**src/rtl/core/icrc_pkg.sv**
```systemverilog
// shared constants, types and helpers for the icmp receive checker
package icrc_pkg;

	localparam int HEADER_BYTES = 8;
	localparam int COUNT_W = 16;
	localparam int SUM_W = 16;
	localparam int HDR_IDX_W = $clog2(HEADER_BYTES);

	localparam logic [SUM_W-1:0] SUM_GOOD = 16'hFFFF;
	localparam logic [COUNT_W-1:0] COUNT_MAX = 16'hFFFF;
	localparam logic [COUNT_W-1:0] COUNT_WRAP = 16'hFFFE;

	localparam int QUEUE_DEPTH = 4;
	localparam int QPTR_W = $clog2(QUEUE_DEPTH);
	localparam int QCNT_W = QPTR_W + 1;

	typedef enum logic [1:0] {
		STATUS_OK       = 2'd0,
		STATUS_SHORT    = 2'd1,
		STATUS_MISMATCH = 2'd2
	} status_t;

	typedef enum logic {
		KIND_PAYLOAD = 1'b0,
		KIND_VERDICT = 1'b1
	} kind_t;

	// one classified item handed from the front to the back
	typedef struct packed {
		logic        has_payload;
		logic        has_verdict;
		logic [7:0]  data_byte;
		status_t     status;
		logic [7:0]  msg_type;
		logic [7:0]  msg_code;
		logic [15:0] checksum_field;
		logic [31:0] rest_word;
	} work_t;

	// ones' complement add with end-around carry
	function automatic logic [SUM_W-1:0] oc_add(input logic [SUM_W-1:0] a,
		input logic [SUM_W-1:0] b);
		logic [SUM_W:0] s;
		s = {1'b0, a} + {1'b0, b};
		return s[SUM_W-1:0] + {{(SUM_W-1){1'b0}}, s[SUM_W]};
	endfunction

endpackage

```
**src/rtl/core/icrc_in_if.sv**
```systemverilog
// input channel: one message byte per item
interface icrc_in_if;
	logic       valid;
	logic       ready;
	logic [7:0] data_byte;
	logic       end_of_message;

	modport source(output valid, output data_byte, output end_of_message, input ready);
	modport sink(input valid, input data_byte, input end_of_message, output ready);
endinterface

```
**src/rtl/core/icrc_front.sv**
```systemverilog
// front end: byte count, checksum accumulation, header capture, classification
module icrc_front (
	input  logic           clk,
	input  logic           arst_n,
	icrc_in_if.sink        msg,
	input  logic           queue_full,
	output logic           push,
	output icrc_pkg::work_t push_data
);
	import icrc_pkg::*;

	logic [COUNT_W-1:0] count_q;
	logic [SUM_W-1:0]   sum_q;
	logic [7:0]         held_q;
	logic [7:0]         type_q;
	logic [7:0]         code_q;
	logic [15:0]        cksum_q;
	logic [31:0]        rest_q;

	logic [7:0]         type_n;
	logic [7:0]         code_n;
	logic [15:0]        cksum_n;
	logic [31:0]        rest_n;

	logic               accept;
	logic               odd;
	logic               in_header;
	logic               is_payload;
	logic [SUM_W-1:0]   word;
	logic [SUM_W-1:0]   total;
	status_t            status;
	logic [7:0]         b;

	assign b          = msg.data_byte;
	assign msg.ready  = !queue_full;
	assign accept     = msg.valid && msg.ready;
	assign odd        = count_q[0];
	assign in_header  = count_q < COUNT_W'(HEADER_BYTES);
	assign is_payload = !in_header;
	assign word       = odd ? {held_q, b} : {b, 8'h00};
	// sum including this byte (odd length padded with a zero low byte)
	assign total      = oc_add(sum_q, word);

	always_comb begin
		type_n  = type_q;
		code_n  = code_q;
		cksum_n = cksum_q;
		rest_n  = rest_q;
		if (in_header) begin
			unique case (count_q[HDR_IDX_W-1:0])
				3'd0: type_n = b;
				3'd1: code_n = b;
				3'd2: cksum_n[15:8] = b;
				3'd3: cksum_n[7:0] = b;
				3'd4: rest_n[31:24] = b;
				3'd5: rest_n[23:16] = b;
				3'd6: rest_n[15:8] = b;
				3'd7: rest_n[7:0] = b;
				default: ;
			endcase
		end
	end

	always_comb begin
		priority if (count_q < COUNT_W'(HEADER_BYTES - 1)) status = STATUS_SHORT;
		else if (total != SUM_GOOD) status = STATUS_MISMATCH;
		else status = STATUS_OK;
	end

	always_comb begin
		push_data.has_payload = is_payload;
		push_data.has_verdict = msg.end_of_message;
		push_data.data_byte   = b;
		push_data.status      = status;
		if (status == STATUS_SHORT) begin
			push_data.msg_type       = '0;
			push_data.msg_code       = '0;
			push_data.checksum_field = '0;
			push_data.rest_word      = '0;
		end else begin
			push_data.msg_type       = type_n;
			push_data.msg_code       = code_n;
			push_data.checksum_field = cksum_n;
			push_data.rest_word      = rest_n;
		end
	end

	// header bytes that do not end a message cause no result
	assign push = accept && (is_payload || msg.end_of_message);

	always_ff @(posedge clk or negedge arst_n) begin
		if (!arst_n) begin
			count_q <= '0;
			sum_q   <= '0;
			held_q  <= '0;
			type_q  <= '0;
			code_q  <= '0;
			cksum_q <= '0;
			rest_q  <= '0;
		end else if (accept) begin
			type_q  <= type_n;
			code_q  <= code_n;
			cksum_q <= cksum_n;
			rest_q  <= rest_n;
			if (!odd) held_q <= b;
			if (msg.end_of_message) begin
				count_q <= '0;
				sum_q   <= '0;
			end else begin
				// saturate by toggling the low bit so word pairing stays right
				count_q <= (count_q == COUNT_MAX) ? COUNT_WRAP : count_q + 1'b1;
				if (odd) sum_q <= total;
			end
		end
	end

endmodule

```
**src/flat_wrapper.sv**
```systemverilog
// flat-port wrapper written by rule: the top's interface ports become plain ports
module icrc_front_flat import icrc_pkg::*;
  (clk, arst_n, queue_full, push, push_data, msg_valid, msg_data_byte, msg_end_of_message, msg_ready);
  icrc_in_if msg_i ();
  input  logic clk;
  input  logic arst_n;
  input  logic queue_full;
  output logic push;
  output icrc_pkg::work_t push_data;
  input wire logic [$bits(msg_i.valid)-1:0] msg_valid;
  input wire logic [$bits(msg_i.data_byte)-1:0] msg_data_byte;
  input wire logic [$bits(msg_i.end_of_message)-1:0] msg_end_of_message;
  output wire logic [$bits(msg_i.ready)-1:0] msg_ready;
  assign msg_i.valid = msg_valid;
  assign msg_i.data_byte = msg_data_byte;
  assign msg_i.end_of_message = msg_end_of_message;
  assign msg_ready = msg_i.ready;
  icrc_front u_core (.clk(clk), .arst_n(arst_n), .msg(msg_i), .queue_full(queue_full), .push(push), .push_data(push_data));
endmodule
```
**config.mk**
```make
export PLATFORM = sky130hd
export DESIGN_NAME = icrc_front_flat
export DESIGN_NICKNAME = d
export VERILOG_FILES = /design/src/rtl/core/icrc_pkg.sv /design/src/rtl/core/icrc_in_if.sv /design/src/rtl/core/icrc_front.sv /design/src/flat_wrapper.sv
export SDC_FILE = /design/constraint.sdc
export NUM_CORES = 1
export LEC_CHECK = 0
export ABC_AREA = 1
export BUFFER_PORTS_ARGS = -buffer_cell sky130_fd_sc_hd__buf_2
export CORE_UTILIZATION = 59
export CTS_CLUSTER_SIZE = 40
export DETAILED_ROUTE_END_ITERATION = 8
export PLACE_DENSITY = 0.83
export SYNTH_ARGS = -nofsm -noshare
export SYNTH_HDL_FRONTEND = slang
export SYNTH_SLANG_ARGS = --single-unit
```
**constraint.sdc**
```tcl
create_clock -name clk -period 4.3 [get_ports clk]
set_input_delay 0 -clock clk [delete_from_list [all_inputs] [get_ports clk]]
set_output_delay 0 -clock clk [all_outputs]
set_load 0.01 [all_outputs]
```
# Yosys cells after proc, flatten, opt, wreduce, memory -nomap -nowiden
# Index checks and enable logic that the tools add are counted.
[totals]
in_bits = 13
word_cells = 52
register_bits = 104
out_inout_bits = 78
[classes]
add_sub_neg = 3
muxes = 20
magnitude_cmp = 2
reduce_logical = 9
eq_ne = 10
bitwise_logic = 1
[ops]
columns = ["op", "count"]
rows = [
  ["two-way mux 16 bit", 6],
  ["two-way mux 8 bit", 10],
  ["two-way mux 64 bit", 1],
  ["two-way mux 32 bit", 1],
  ["adder 16 x 16 -> 17 bit", 1],
  ["adder 16 x 1 -> 16 bit", 1],
  ["adder 16 x 1 -> 16 bit (second input constant)", 1],
  ["== test 16 bit (second input constant)", 1],
  ["< comparator 16 x 3 -> 1 bit (second input constant)", 1],
  ["< comparator 16 x 4 -> 1 bit (second input constant)", 1],
  ["inequality test 16 bit (second input constant)", 1],
  ["== test 3 bit (second input constant)", 4],
  ["== test 3 x 2 -> 1 bit (second input constant)", 2],
  ["two-way mux 2 bit", 2],
  ["AND reduction 2 bit", 2],
  ["== test 3 x 1 -> 1 bit (second input constant)", 1],
  ["logical NOT 3 bit", 1],
  ["== test 2 x 1 -> 1 bit (second input constant)", 1],
  ["logical AND 1 bit", 2],
  ["logical NOT 1 bit", 2],
  ["nonzero test 2 bit", 1],
  ["logical OR 1 bit", 1],
  ["NOT 1 bit", 1],
]

# Logic depth before layout (Yosys ltp)
# Gate-level depths: netlist (run 1).
[depth]
word_depth = 8
depth_mapped = 32
ltp_nobuf = 30

# Worst setup path after synthesis (run 1)
# Ideal clock, no wire load.
[synth_timing]
path_type = "register to output"
start = "register u_core.count_q[0]"
end = "output port push_data[65] in the netlist's numbering"
path_buffers = 2
setup_slack_ps = 544
required_time_ps = 4300
arrival_ps = 3756
stages_incl_launch_ff = 32
path_cell_list = "dfrtp_1 clkbuf_1 clkbuf_1 nand2_1 inv_1 ha_1 inv_1 fa_1 inv_1 nand2_1 nand2_1 nand3_1 nand2_1 nand3_1 nand2_1 a21oi_1 o21bai_1 ha_1 ha_1 nand3_1 inv_1 nand3_1 nor2_1 nand3_1 nor2_1 nand3_1 nand2_1 nand2_1 nor2_1 nand2_1 nor2_1 nor2_1"
[synth_rtl]
columns = ["element", "line", "source"]
rows = [
  ["start: declaration", "icrc_front.sv:12", "logic [COUNT_W-1:0] count_q;"],
  ["start signal: assignment", "icrc_front.sv:111", "count_q <= (count_q == COUNT_MAX) ? COUNT_WRAP : count_q + 1'b1;"],
  ["end: declaration", "flat_wrapper.sv:9", "output icrc_pkg::work_t push_data;"],
]

==> results of run 1 <==
registers in the layout, summed over array words and instances (netlist names):
name / count
u_core.cksum_q: 16
u_core.code_q: 8
u_core.count_q: 16
u_core.held_q: 8
u_core.rest_q: 32
u_core.sum_q: 16
u_core.type_q: 8
timing repair:
action	in CTS	in global routing
resized for setup	1	54
pin swaps	0	19
hold buffers	1	0
setup buffers	0	6
setup endpoints to repair	1	1
endpoints found under the hold margin	68	0
cells by family after synthesis:
family | synth area share [%]
adder cells (fa/ha/maj) | 4.62
flip-flops | 37.5
AO/OA/AOI/OAI | 14.9
AND/OR/NAND/NOR | 31.9
buffers and inverters | 9.60
XOR/XNOR | 1.39
power by group through the flow:
| stage | Clock [mW] | Sequential, mW | Combinational [mW] |
|---|---|---|---|
| floorplan | 0 | 1.35 | 0.857 |
| global placement | 0 | 1.37 | 1.09 |
| detailed placement | 0 | 1.38 | 1.11 |
| CTS | 0.856 | 1.37 | 1.13 |
| global route | 0.883 | 1.40 | 1.38 |
| finish | 0.843 | 1.38 | 1.21 |
metal layers:
metal / share of wire [%] / GRT usage [%] / vias to the layer above
li1: - / - / 3456
met1: 46 / 42.6 / 3181
met2: 46 / 47.2 / 247
met3: 5.8 / 4.34 / 41
met4: 3.0 / 13.3 / 0
met5: 0 / 0 / -
area by class of cell:
class                           instances  share of cell area, %
Multi-Input combinational cell        764                   48.5
Inverter                              113                   5.30
Tap cell                              143                   2.24
Clock inverter                          4                  0.641
Clock buffer                           11                   3.16
Sequential cell                       104                   32.5
Timing Repair Buffer                  110                   7.66
stage by stage:
| stage | hold WS [ps] | TNS [ps] | worst slack [ps] | instance area [um^2] | cells |
|---|---|---|---|---|---|
| 6_report | 146 | 0 | 138 | 8000 | 1249 |
| 5_1_grt | 168 | -107 | -107 | 8000 | 1249 |
| 4_1_cts | 135 | 0 | 1.61 | 7760 | 1243 |
| 3_5_place_dp | 164 | 0 | 352 | 7440 | 1227 |
| 3_3_place_gp | 162 | 0 | 436 | 7440 | 1227 |
| 2_1_floorplan | -296 | 0 | 544 | 6930 | 1029 |
layout by cell type (no fill, tap or decap), types with 9 or more instances in the layout:
cell	instances
nor2_1	101
clkbuf_16	9
nand3_1	47
inv_1	98
nand4_1	12
dfrtp_1	104
ha_1	15
o22ai_1	12
o21ai_1	19
buf_4	19
nand2_1	308
a21oi_1	13
o21ai_0	155
xor2_1	11
buf_2	89
nand2_2	12
worst paths after layout:
| check | startpoint | endpoint | slack [ps] | cells past startpoint |
|---|---|---|---|---|
| hold / removal | msg_data_byte[5] | u_core.held_q[5]$_DFFE_PN0P_ | 150 | 4 |
| min in group asynchronous | arst_n | u_core.count_q[15]$_DFFE_PN0P_ | 290 | 2 |
| max in group asynchronous | arst_n | u_core.cksum_q[12]$_DFFE_PN0P_ | 3000 | 3 |
| hold reg to reg | u_core.cksum_q[12]$_DFFE_PN0P_ | u_core.cksum_q[12]$_DFFE_PN0P_ | 480 | 2 |
| setup reg to reg | u_core.count_q[0]$_DFFE_PN0P_ | u_core.sum_q[15]$_DFFE_PN0P_ | 550 | 28 |
| setup / recovery | u_core.count_q[0]$_DFFE_PN0P_ | push_data[65] | 140 | 29 |
synthesized netlist by cell type (5+ instances only):
master,n,area (um^2)
nand2_1,320,1200
o21ai_0,156,781
nor2_1,107,402
dfrtp_1,104,2600
inv_1,101,379
nand3_1,56,280
ha_1,24,300
clkbuf_1,23,86.3
o21ai_1,18,90.1
a21oi_1,15,75.1
buf_2,13,65.1
nand4_1,12,75.1
o22ai_1,12,75.1
xor2_1,11,96.3
buf_4,10,75.1
clkinv_1,8,30.0
nor3_1,6,30.0
nor2_2,5,31.3
nor3_4,5,81.3
worst max-delay path: cells and delay by family (launching register included):
| family | cells | cell delay, ps |
|---|---|---|
| simple gates | 19 | 1880 |
| compound gates | 2 | 230 |
| fa+ha+maj | 3 | 760 |
| flops | 1 | 430 |
| buf+inv | 5 | 490 |
==> impl_metrics.csv, run 1 <==
group,metric,value,unit
routing,routed_wl,18500,um
clock_tree,clkLatencyLatePin,350,ps
placement,port-buffer-count,90,
synth,avgSynthCellArea,6.74,um^2
critical_path,cp_data_required_time,4300,ps
die,core-area,0.0114,mm^2
timing,fmax,240,MHz
cells_and_area,antennaDiodeCount,0,
clock_tree,cts_buffer_depth,2,
synth,syn_inst,1029,
timing,drv_slew,0,
die,ios,91,
timing,worst_slew_pin_slew,1420,ps
timing,setup-violations-final,0,
critical_path,critPathMaxStageDelay,430,ps
die,row_count,39,
critical_path,crit_slowest_cell,"dfrtp_1",
die,dieArea,0.0122,mm^2
synth,synthArstFlopShare,100,%
synth,syn_area,0.00693,mm^2
cells_and_area,drive_gt1_share,17.1,%
timing,period_needed,4160,ps
clock_tree,cts_buffers,9,
pwr,swShare,38.1,%
synth,ys_types,31,
pwr,comb_power_share,35.3,%
die,start_util,60.7,%
pwr,p_leak,3.98,nW
cells_and_area,fillers,988,
routing,post_drt_wl_per_cell,14.8,um
run,maxCapViolations,0,
critical_path,end_kind,"output port",
run_status,status,"complete, no violations",
placement,routabilityCongestion,0.955,
clock_tree,cts_tree,"done",
pwr,clkPwrFrac,24.6,%
global_route,grt_usage,30.4,%
routing,via_per_inst,5.54,
routing,drc,0,
routing,drtAntennaViolNets,0,
clock_tree,root_buffer,"clkbuf_16",
cells_and_area,post-route-util,70.1,%
synth,ys.flop_type,"dfrtp_1",
synth,synth_edf_count,0,
global_route,antenna_found_initial,0,
placement,place_hpwl,12600,um
critical_path,cp-start-kind,"register",
die,fp.dieH,110,um
cells_and_area,fin_nets,1140,
global_route,grt-ovfl-total,0,
routing,drtPass1Iterations,7,
pwr,p_per_area,429,mW/mm^2
critical_path,cp_max_fo,5,
cells_and_area,multiInputGateArea,0.00388,mm^2
timing,post-route-period-util,96.8,%
synth,yosysWarnings,0,
pwr,internal-power,2.12,mW
pwr,p_switching,1.31,mW
die,die_x,110,um
min_path,hp-class,"primary input to register",
cells_and_area,area_growth_syn_to_layout,15.4,%
synth,ys_seq_elements,104,
clock_tree,htreeDepth,3,
timing,skew,8.89,ps
critical_path,crit_type,"register to output port",
pwr,pwr-share-seq,40.1,%
routing,vias,6925,
pwr,max-vdd-ir-drop,301,uV
timing,slew_headroom,5.08,%
critical_path,crit_arrival,4160,ps
timing,finalHoldViolations,0,
global_route,grt_pass1_vias,6199,
global_route,grt_first_pass_wirelength,30000,um
synth,syn_nets,1067,
synth,seq_area_frac_synth,37.5,%
pwr,finalPower,3.43,mW
clock_tree,cts.sinks,104,
global_route,grt_max_degree,84,
clock_tree,clkSlewWorstSetupHoldPaths,70,ps
routing,drtIter0Drc,553,
cells_and_area,regArea,0.00260,mm^2
(Power assumes the default switching activity.)
==> inputs of run 2 (changes only) <==
Settings changed: CORE_ASPECT_RATIO set to 0.6, CORE_UTILIZATION 59 to 50, PLACE_DENSITY 0.83 to 0.73.
==> impl_metrics.csv, run 2 (synthesized netlist as in run 1, its figures left out) <==
group,metric,value,unit
critical_path,cp_max_fo,4,
clock_tree,root_buffer,"clkbuf_16",
global_route,grt_first_pass_wirelength,31800,um
pwr,p_leak,3.99,nW
clock_tree,htreeDepth,3,
clock_tree,cts_tree,"done",
run_status,status,"complete, no violations",
critical_path,crit_type,"register to output port",
critical_path,cp_data_required_time,4300,ps
cells_and_area,area_growth_syn_to_layout,16.3,%
critical_path,crit_slowest_cell,"dfrtp_1",
global_route,grt_max_degree,92,
cells_and_area,postLayoutCellArea,0.00806,mm^2
cells_and_area,mostFrequentLayoutCells,"nand2_1 (311), o21ai_0 (155), dfrtp_1 (104)",
placement,port-buffer-count,90,
clock_tree,cts_buffers,9,
routing,vias,6928,
pwr,p_per_area,427,mW/mm^2
timing,skew,13.9,ps
placement,place_hpwl,14800,um
die,die_x,154,um
routing,post_drt_wl_per_cell,15.9,um
routing,drtPass1Iterations,5,
cells_and_area,fin_nets,1143,
timing,setup-violations-final,0,
die,start_util,52.6,%
routing,routed_wl,20400,um
clock_tree,cts.sinks,104,
global_route,antenna_found_initial,0,
timing,period_needed,4110,ps
die,fp.dieH,93.2,um
global_route,grt_usage,28.8,%
run,maxCapViolations,0,
global_route,grt_pass1_vias,5976,
timing,slew_headroom,39.0,%
timing,finalHoldViolations,0,
placement,routabilityCongestion,0.982,
timing,post-route-period-util,95.5,%
pwr,max-vdd-ir-drop,282,uV
placement,dpl-instance-area,0.00749,mm^2
die,ios,91,
timing,worst_slew_pin_slew,910,ps
critical_path,cpMostUsedCell,"nand2_2",
critical_path,critPathMaxStageDelay,400,ps
cells_and_area,regArea,0.00260,mm^2
routing,via_per_inst,5.41,
cells_and_area,instances_no_fill,1280,
critical_path,end_kind,"output port",
placement,place_inst,1254,
min_path,hp-class,"primary input to register",
cells_and_area,layout_commonest_cell,"nand2_1",
cells_and_area,antennaDiodeCount,0,
die,dieArea,0.0144,mm^2
timing,drv_slew,0,
clock_tree,clkSlewWorstSetupHoldPaths,80,ps
timing,fmax,244,MHz
critical_path,crit_arrival,4110,ps
routing,drtAntennaViolNets,0,
cells_and_area,largest_register_ffs,32,
cells_and_area,multiInputGateArea,0.00386,mm^2
routing,drc,0,
die,row_count,32,
routing,drtIter0Drc,611,
clock_tree,clkLatencyLatePin,350,ps
cells_and_area,drive_gt1_share,17.1,%
clock_tree,cts_buffer_depth,2,
critical_path,cp-start-kind,"register",
die,core-area,0.0132,mm^2
global_route,grt-ovfl-total,0,
cells_and_area,top_register,"u_core.rest_q",
cells_and_area,fillers,1215,
==> run 2: final timing paths <==
path                                               start                        endpoint  slack (ps)  depth (start not counted)
max in group asynchronous                         arst_n  u_core.cksum_q[15]$_DFFE_PN0P_        2980                          3
min in group asynchronous                         arst_n     u_core.sum_q[5]$_DFFE_PN0P_         310                          2
hold / removal                          msg_data_byte[7]    u_core.held_q[7]$_DFFE_PN0P_         180                          3
hold reg to reg             u_core.rest_q[6]$_DFFE_PN0P_    u_core.rest_q[6]$_DFFE_PN0P_         490                          2
setup reg to reg           u_core.count_q[0]$_DFFE_PN0P_    u_core.sum_q[10]$_DFFE_PN0P_         620                         28
setup / recovery           u_core.count_q[0]$_DFFE_PN0P_                   push_data[65]         190                         30
==> run 2: timing repair <==
| action | in CTS | in global routing |
|---|---|---|
| setup endpoints to repair | 1 | 1 |
| pin swaps | 0 | 20 |
| buffers inserted | 0 | 9 |
| endpoints found under the hold margin | 70 | 0 |
| gates resized for setup | 3 | 50 |
| hold buffers | 1 | 0 |
| gates cloned | 0 | 0 |
==> run 2: critical path, delay by kind of cell (launching register included) <==
family | cells | cell delay [ps]
simple gates | 19 | 1760
fa+ha+maj | 4 | 890
buf+inv | 5 | 450
flops | 1 | 400
compound gates | 2 | 250
==> run 2: routing by layer <==
| metal | global-route usage (%) | up-vias | share of wire [%] |
|---|---|---|---|
| li1 | - | 3450 | - |
| met1 | 48.6 | 3189 | 52 |
| met2 | 36.9 | 274 | 38 |
| met3 | 5.47 | 15 | 9.6 |
| met4 | 4.08 | 0 | 0.61 |
| met5 | 0 | - | 0 |
==> run 2: through the flow <==
stage / utilization, % / hold WS, ps / power (mW) / setup TNS (ps) / worst slack, ps
final: 61.2 / 176 / 3.45 / 0 / 194
after global placement: 56.8 / 182 / 2.51 / 0 / 403
after detailed placement: 56.8 / 183 / 2.53 / 0 / 280
after CTS: 59.3 / 170 / 3.37 / 0 / 1.93
after global routing: 61.2 / 207 / 3.68 / -112 / -112
after floorplan: - / -296 / 2.20 / 0 / 544
==> run 2: layout make-up <==
type,count,share of cell area [%]
inverters,113,5.26
flip-flops and latches,104,32.3
repair buffers,113,8.10
well taps,170,2.64
clock buffers,10,2.96
clock inverters,6,0.807
multi-input cells,764,47.9
==> run 2: report_power, final <==
group | switching (mW) | total, mW | internal [mW]
combinational | 0.829 | 1.23 | 0.402
clock | 0.399 | 0.828 | 0.429
sequential | 0.152 | 1.39 | 1.23
total | 1.38 | 3.45 | 2.06
==> inputs of run 3 (changes only) <==
Settings changed: ABC_AREA 1 to unset, CTS_CLUSTER_SIZE 40 to 25, PLACE_DENSITY 0.73 to 0.71.
==> impl_metrics.csv, run 3 <==
group,metric,value,unit
timing,whs,128,ps
routing,via_per_inst,6.00,
timing,period_needed,4440,ps
die,dieArea,0.0138,mm^2
cells_and_area,mostFrequentLayoutCells,"dfrtp_1 (104), buf_2 (89), mux2_2 (80)",
routing,routed_wl,18200,um
cells_and_area,layout_commonest_cell,"dfrtp_1",
routing,drtPass1Iterations,5,
min_path,hp-class,"primary input to register",
synth,syn_area,0.00667,mm^2
synth,synthArstFlopShare,100,%
placement,place_inst,903,
placement,place_hpwl,13200,um
critical_path,cpMostUsedCell,"ha_2",
critical_path,cp-start-kind,"register",
routing,drc,0,
critical_path,crit_type,"register to output port",
pwr,max-vdd-ir-drop,222,uV
critical_path,crit_slowest_cell,"dfrtp_1",
pwr,p_per_area,497,mW/mm^2
synth,yosysTopAreaCellShare,39.0,%
routing,drtAntennaViolNets,0,
critical_path,cp_data_required_time,4300,ps
pwr,finalPower,3.89,mW
clock_tree,cts_tree,"done",
timing,setup-violations-final,1,
timing,rsz0062_at_grt,"true",
global_route,grt_pass1_vias,5120,
timing,skew,6.33,ps
synth,seq_area_frac_synth,39.0,%
clock_tree,clkSlewWorstSetupHoldPaths,70,ps
synth,ys_types,76,
clock_tree,cts_buffers,9,
placement,port-buffer-count,90,
routing,drtIter0Drc,410,
critical_path,end_kind,"output port",
die,ios,91,
die,fp.dieH,91.5,um
cells_and_area,largest_register_ffs,32,
timing,post-route-period-util,103,%
routing,vias,5569,
synth,synthTopCellsByCount,"dfrtp_1 (104), mux2_2 (80), nor2_1 (68), mux2i_1 (40), nand2_1 (37)",
run_status,status,"complete, but fails checks",
global_route,grt_max_degree,70,
cells_and_area,post-route-util,60.4,%
critical_path,path_buf_inv,3,
die,die_x,151,um
synth,synth_edf_count,0,
die,start_util,51.6,%
routing,post_drt_wl_per_cell,19.6,um
synth,synth_area_leaders,"dfrtp_1 (39%), mux2_2 (14%), mux2i_1 (6.0%)",
clock_tree,root_buffer,"clkbuf_16",
global_route,grt-ovfl-total,0,
clock_tree,clkLatencyLatePin,360,ps
cells_and_area,drive_gt1_share,34.6,%
cells_and_area,top_register,"u_core.rest_q",
critical_path,cp_max_fo,4,
cells_and_area,fin_nets,790,
critical_path,reg2reg_to,"u_core.sum_q[10]$_DFFE_PN0P_",
clock_tree,cts.sinks,104,
synth,ys.flop_type,"dfrtp_1",
clock_tree,htreeDepth,3,
critical_path,reg2regPathDepth,18,
pwr,p_leak,3.85,nW
critical_path,critPathMaxStageDelay,410,ps
timing,finalHoldViolations,0,
timing,slew_headroom,38.9,%
die,row_count,32,
critical_path,timing.critical_path.cells,"and2_1 -> ha_2 -> inv_2 -> fa_2 -> and2b_2 -> o221ai_4 -> a211oi_2 -> o41ai_2 -> nor2b_1 -> o21ai_1 -> nand2b_1 -> ha_2 -> ha_4 -> nor4b_4 -> buf_4 -> xnor2_1 -> nor3_2 -> nand4b_1 -> nor4_2 -> a31oi_1 -> buf_2",
synth,avgSynthCellArea,10.1,um^2
synth,syn_inst,663,
min_path,min_path_cells,4,
timing,setup_ws,-135,ps
timing,worst_slew_pin_slew,916,ps
timing,setup_tns,-135,ps
critical_path,r2r-start,"u_core.count_q[0]$_DFFE_PN0P_",
clock_tree,cts_buffer_depth,2,
critical_path,cp_top_family,"simple AND/OR/NAND/NOR gates",
run,maxCapViolations,0,
placement,routabilityCongestion,0.946,
synth,ys_seq_elements,104,
synth,yosys.area.top_type,"dfrtp_1",
timing,drv_slew,0,
cells_and_area,instances_no_fill,928,
min_path,holdPathEnd,"u_core.count_q[12]$_DFFE_PN0P_",
min_path,hp-start,"queue_full",
run_status,violations,"setup timing",
cells_and_area,area_growth_syn_to_layout,17.2,%
critical_path,reg2reg_slack,420,ps
synth,yosysMostFrequentCell,"dfrtp_1",
global_route,grt_first_pass_wirelength,28100,um
critical_path,crit_arrival,4440,ps
synth,syn_nets,701,
timing,fmax,225,MHz
global_route,antenna_found_initial,0,
synth,yosysWarnings,0,
die,core-area,0.0129,mm^2
global_route,grt_usage,27.0,%
-- run 3: changes by cell type in the layout (fill, tap and decap cells not counted), sizes merged, moves of 8 or more --
cell,before,now
a211oi,0,8
a21oi,15,27
and2,1,12
inv,110,20
mux2,0,80
mux2i,0,40
nand2,323,37
nand3,57,20
nor2,113,68
nor2b,0,26
o21ai,174,22
o22ai,12,2
xnor2,0,11
-- run 3: final cells by class --
cell class / count / area (um^2)
Multi-Input combinational cell: 501 / 3960
Timing Repair Buffer: 120 / 688
Tap cell: 170 / 213
Antenna cell: 1 / 2.50
Sequential cell: 104 / 2600
Clock buffer: 9 / 225
Clock inverter: 7 / 61.3
Fill cell: 1087 / 5120
Inverter: 16 / 60.1
-- run 3: through the flow --
| stage | area [um^2] | setup WS (ps) |
|---|---|---|
| after floorplan | 6670 | 84.2 |
| after global placement | 7310 | 157 |
| after global routing | 7810 | -308 |
| final | 7820 | -135 |
| after detailed placement | 7310 | -51.2 |
| after CTS | 7710 | -93.4 |
-- run 3: how the worst max path moves through the flow --
stage,cells past startpoint,slack (ps),end,from
2_1_floorplan,21,80,push_data[65],u_core.count_q[0]$_DFFE_PN0P_
3_3_place_gp,18,160,push_data[65],u_core.count_q[0]$_DFFE_PN0P_
3_5_place_dp,20,-50,push_data[65],u_core.count_q[0]$_DFFE_PN0P_
4_1_cts,20,-90,push_data[65],u_core.count_q[0]$_DFFE_PN0P_
5_1_grt,19,-310,push_data[65],u_core.count_q[0]$_DFFE_PN0P_
6_report,21,-140,push_data[65],u_core.count_q[0]$_DFFE_PN0P_
-- run 3: layer usage --
metal  track usage (%)  up-vias  wire, um
met2              38.9      236      7710
met5                 0        -         0
met3              5.53       13      1500
met4              5.08        0       153
met1              41.6     2744      8810
li1                  -     2576         -
-- run 3: what timing repair did --
item	4_1_cts	5_1_grt
hold buffers	1	0
endpoints found under the hold margin	68	0
pin swaps	7	12
setup endpoints to repair	1	1
setup buffers	4	3
gates resized for setup	17	13
-- run 3: cell families (layout without fill, tap and decap cells) --
group	after synthesis	count (layout)	synth area share [%]
adder cells (fa/ha/maj)	25	25	4.80
AND/OR/NAND/NOR	217	217	16.8
multiplexers	120	120	19.5
XOR/XNOR	20	20	2.74
buffers and inverters	58	152	3.90
AO/OA/AOI/OAI	119	119	13.2
flip-flops	104	104	39.0
other	0	1	0
-- run 3: power breakdown --
part	total (mW)	switching [mW]	internal [mW]
Clock	0.811	0.405	0.406
Sequential	1.47	0.176	1.29
Combinational	1.61	0.850	0.760
Total	3.89	1.43	2.46
-- run 3: worst min-delay path, cell delays in order --
cell     delay (ps)
buf_2            90
nor2b_1          40
buf_4           180
a21oi_1         130
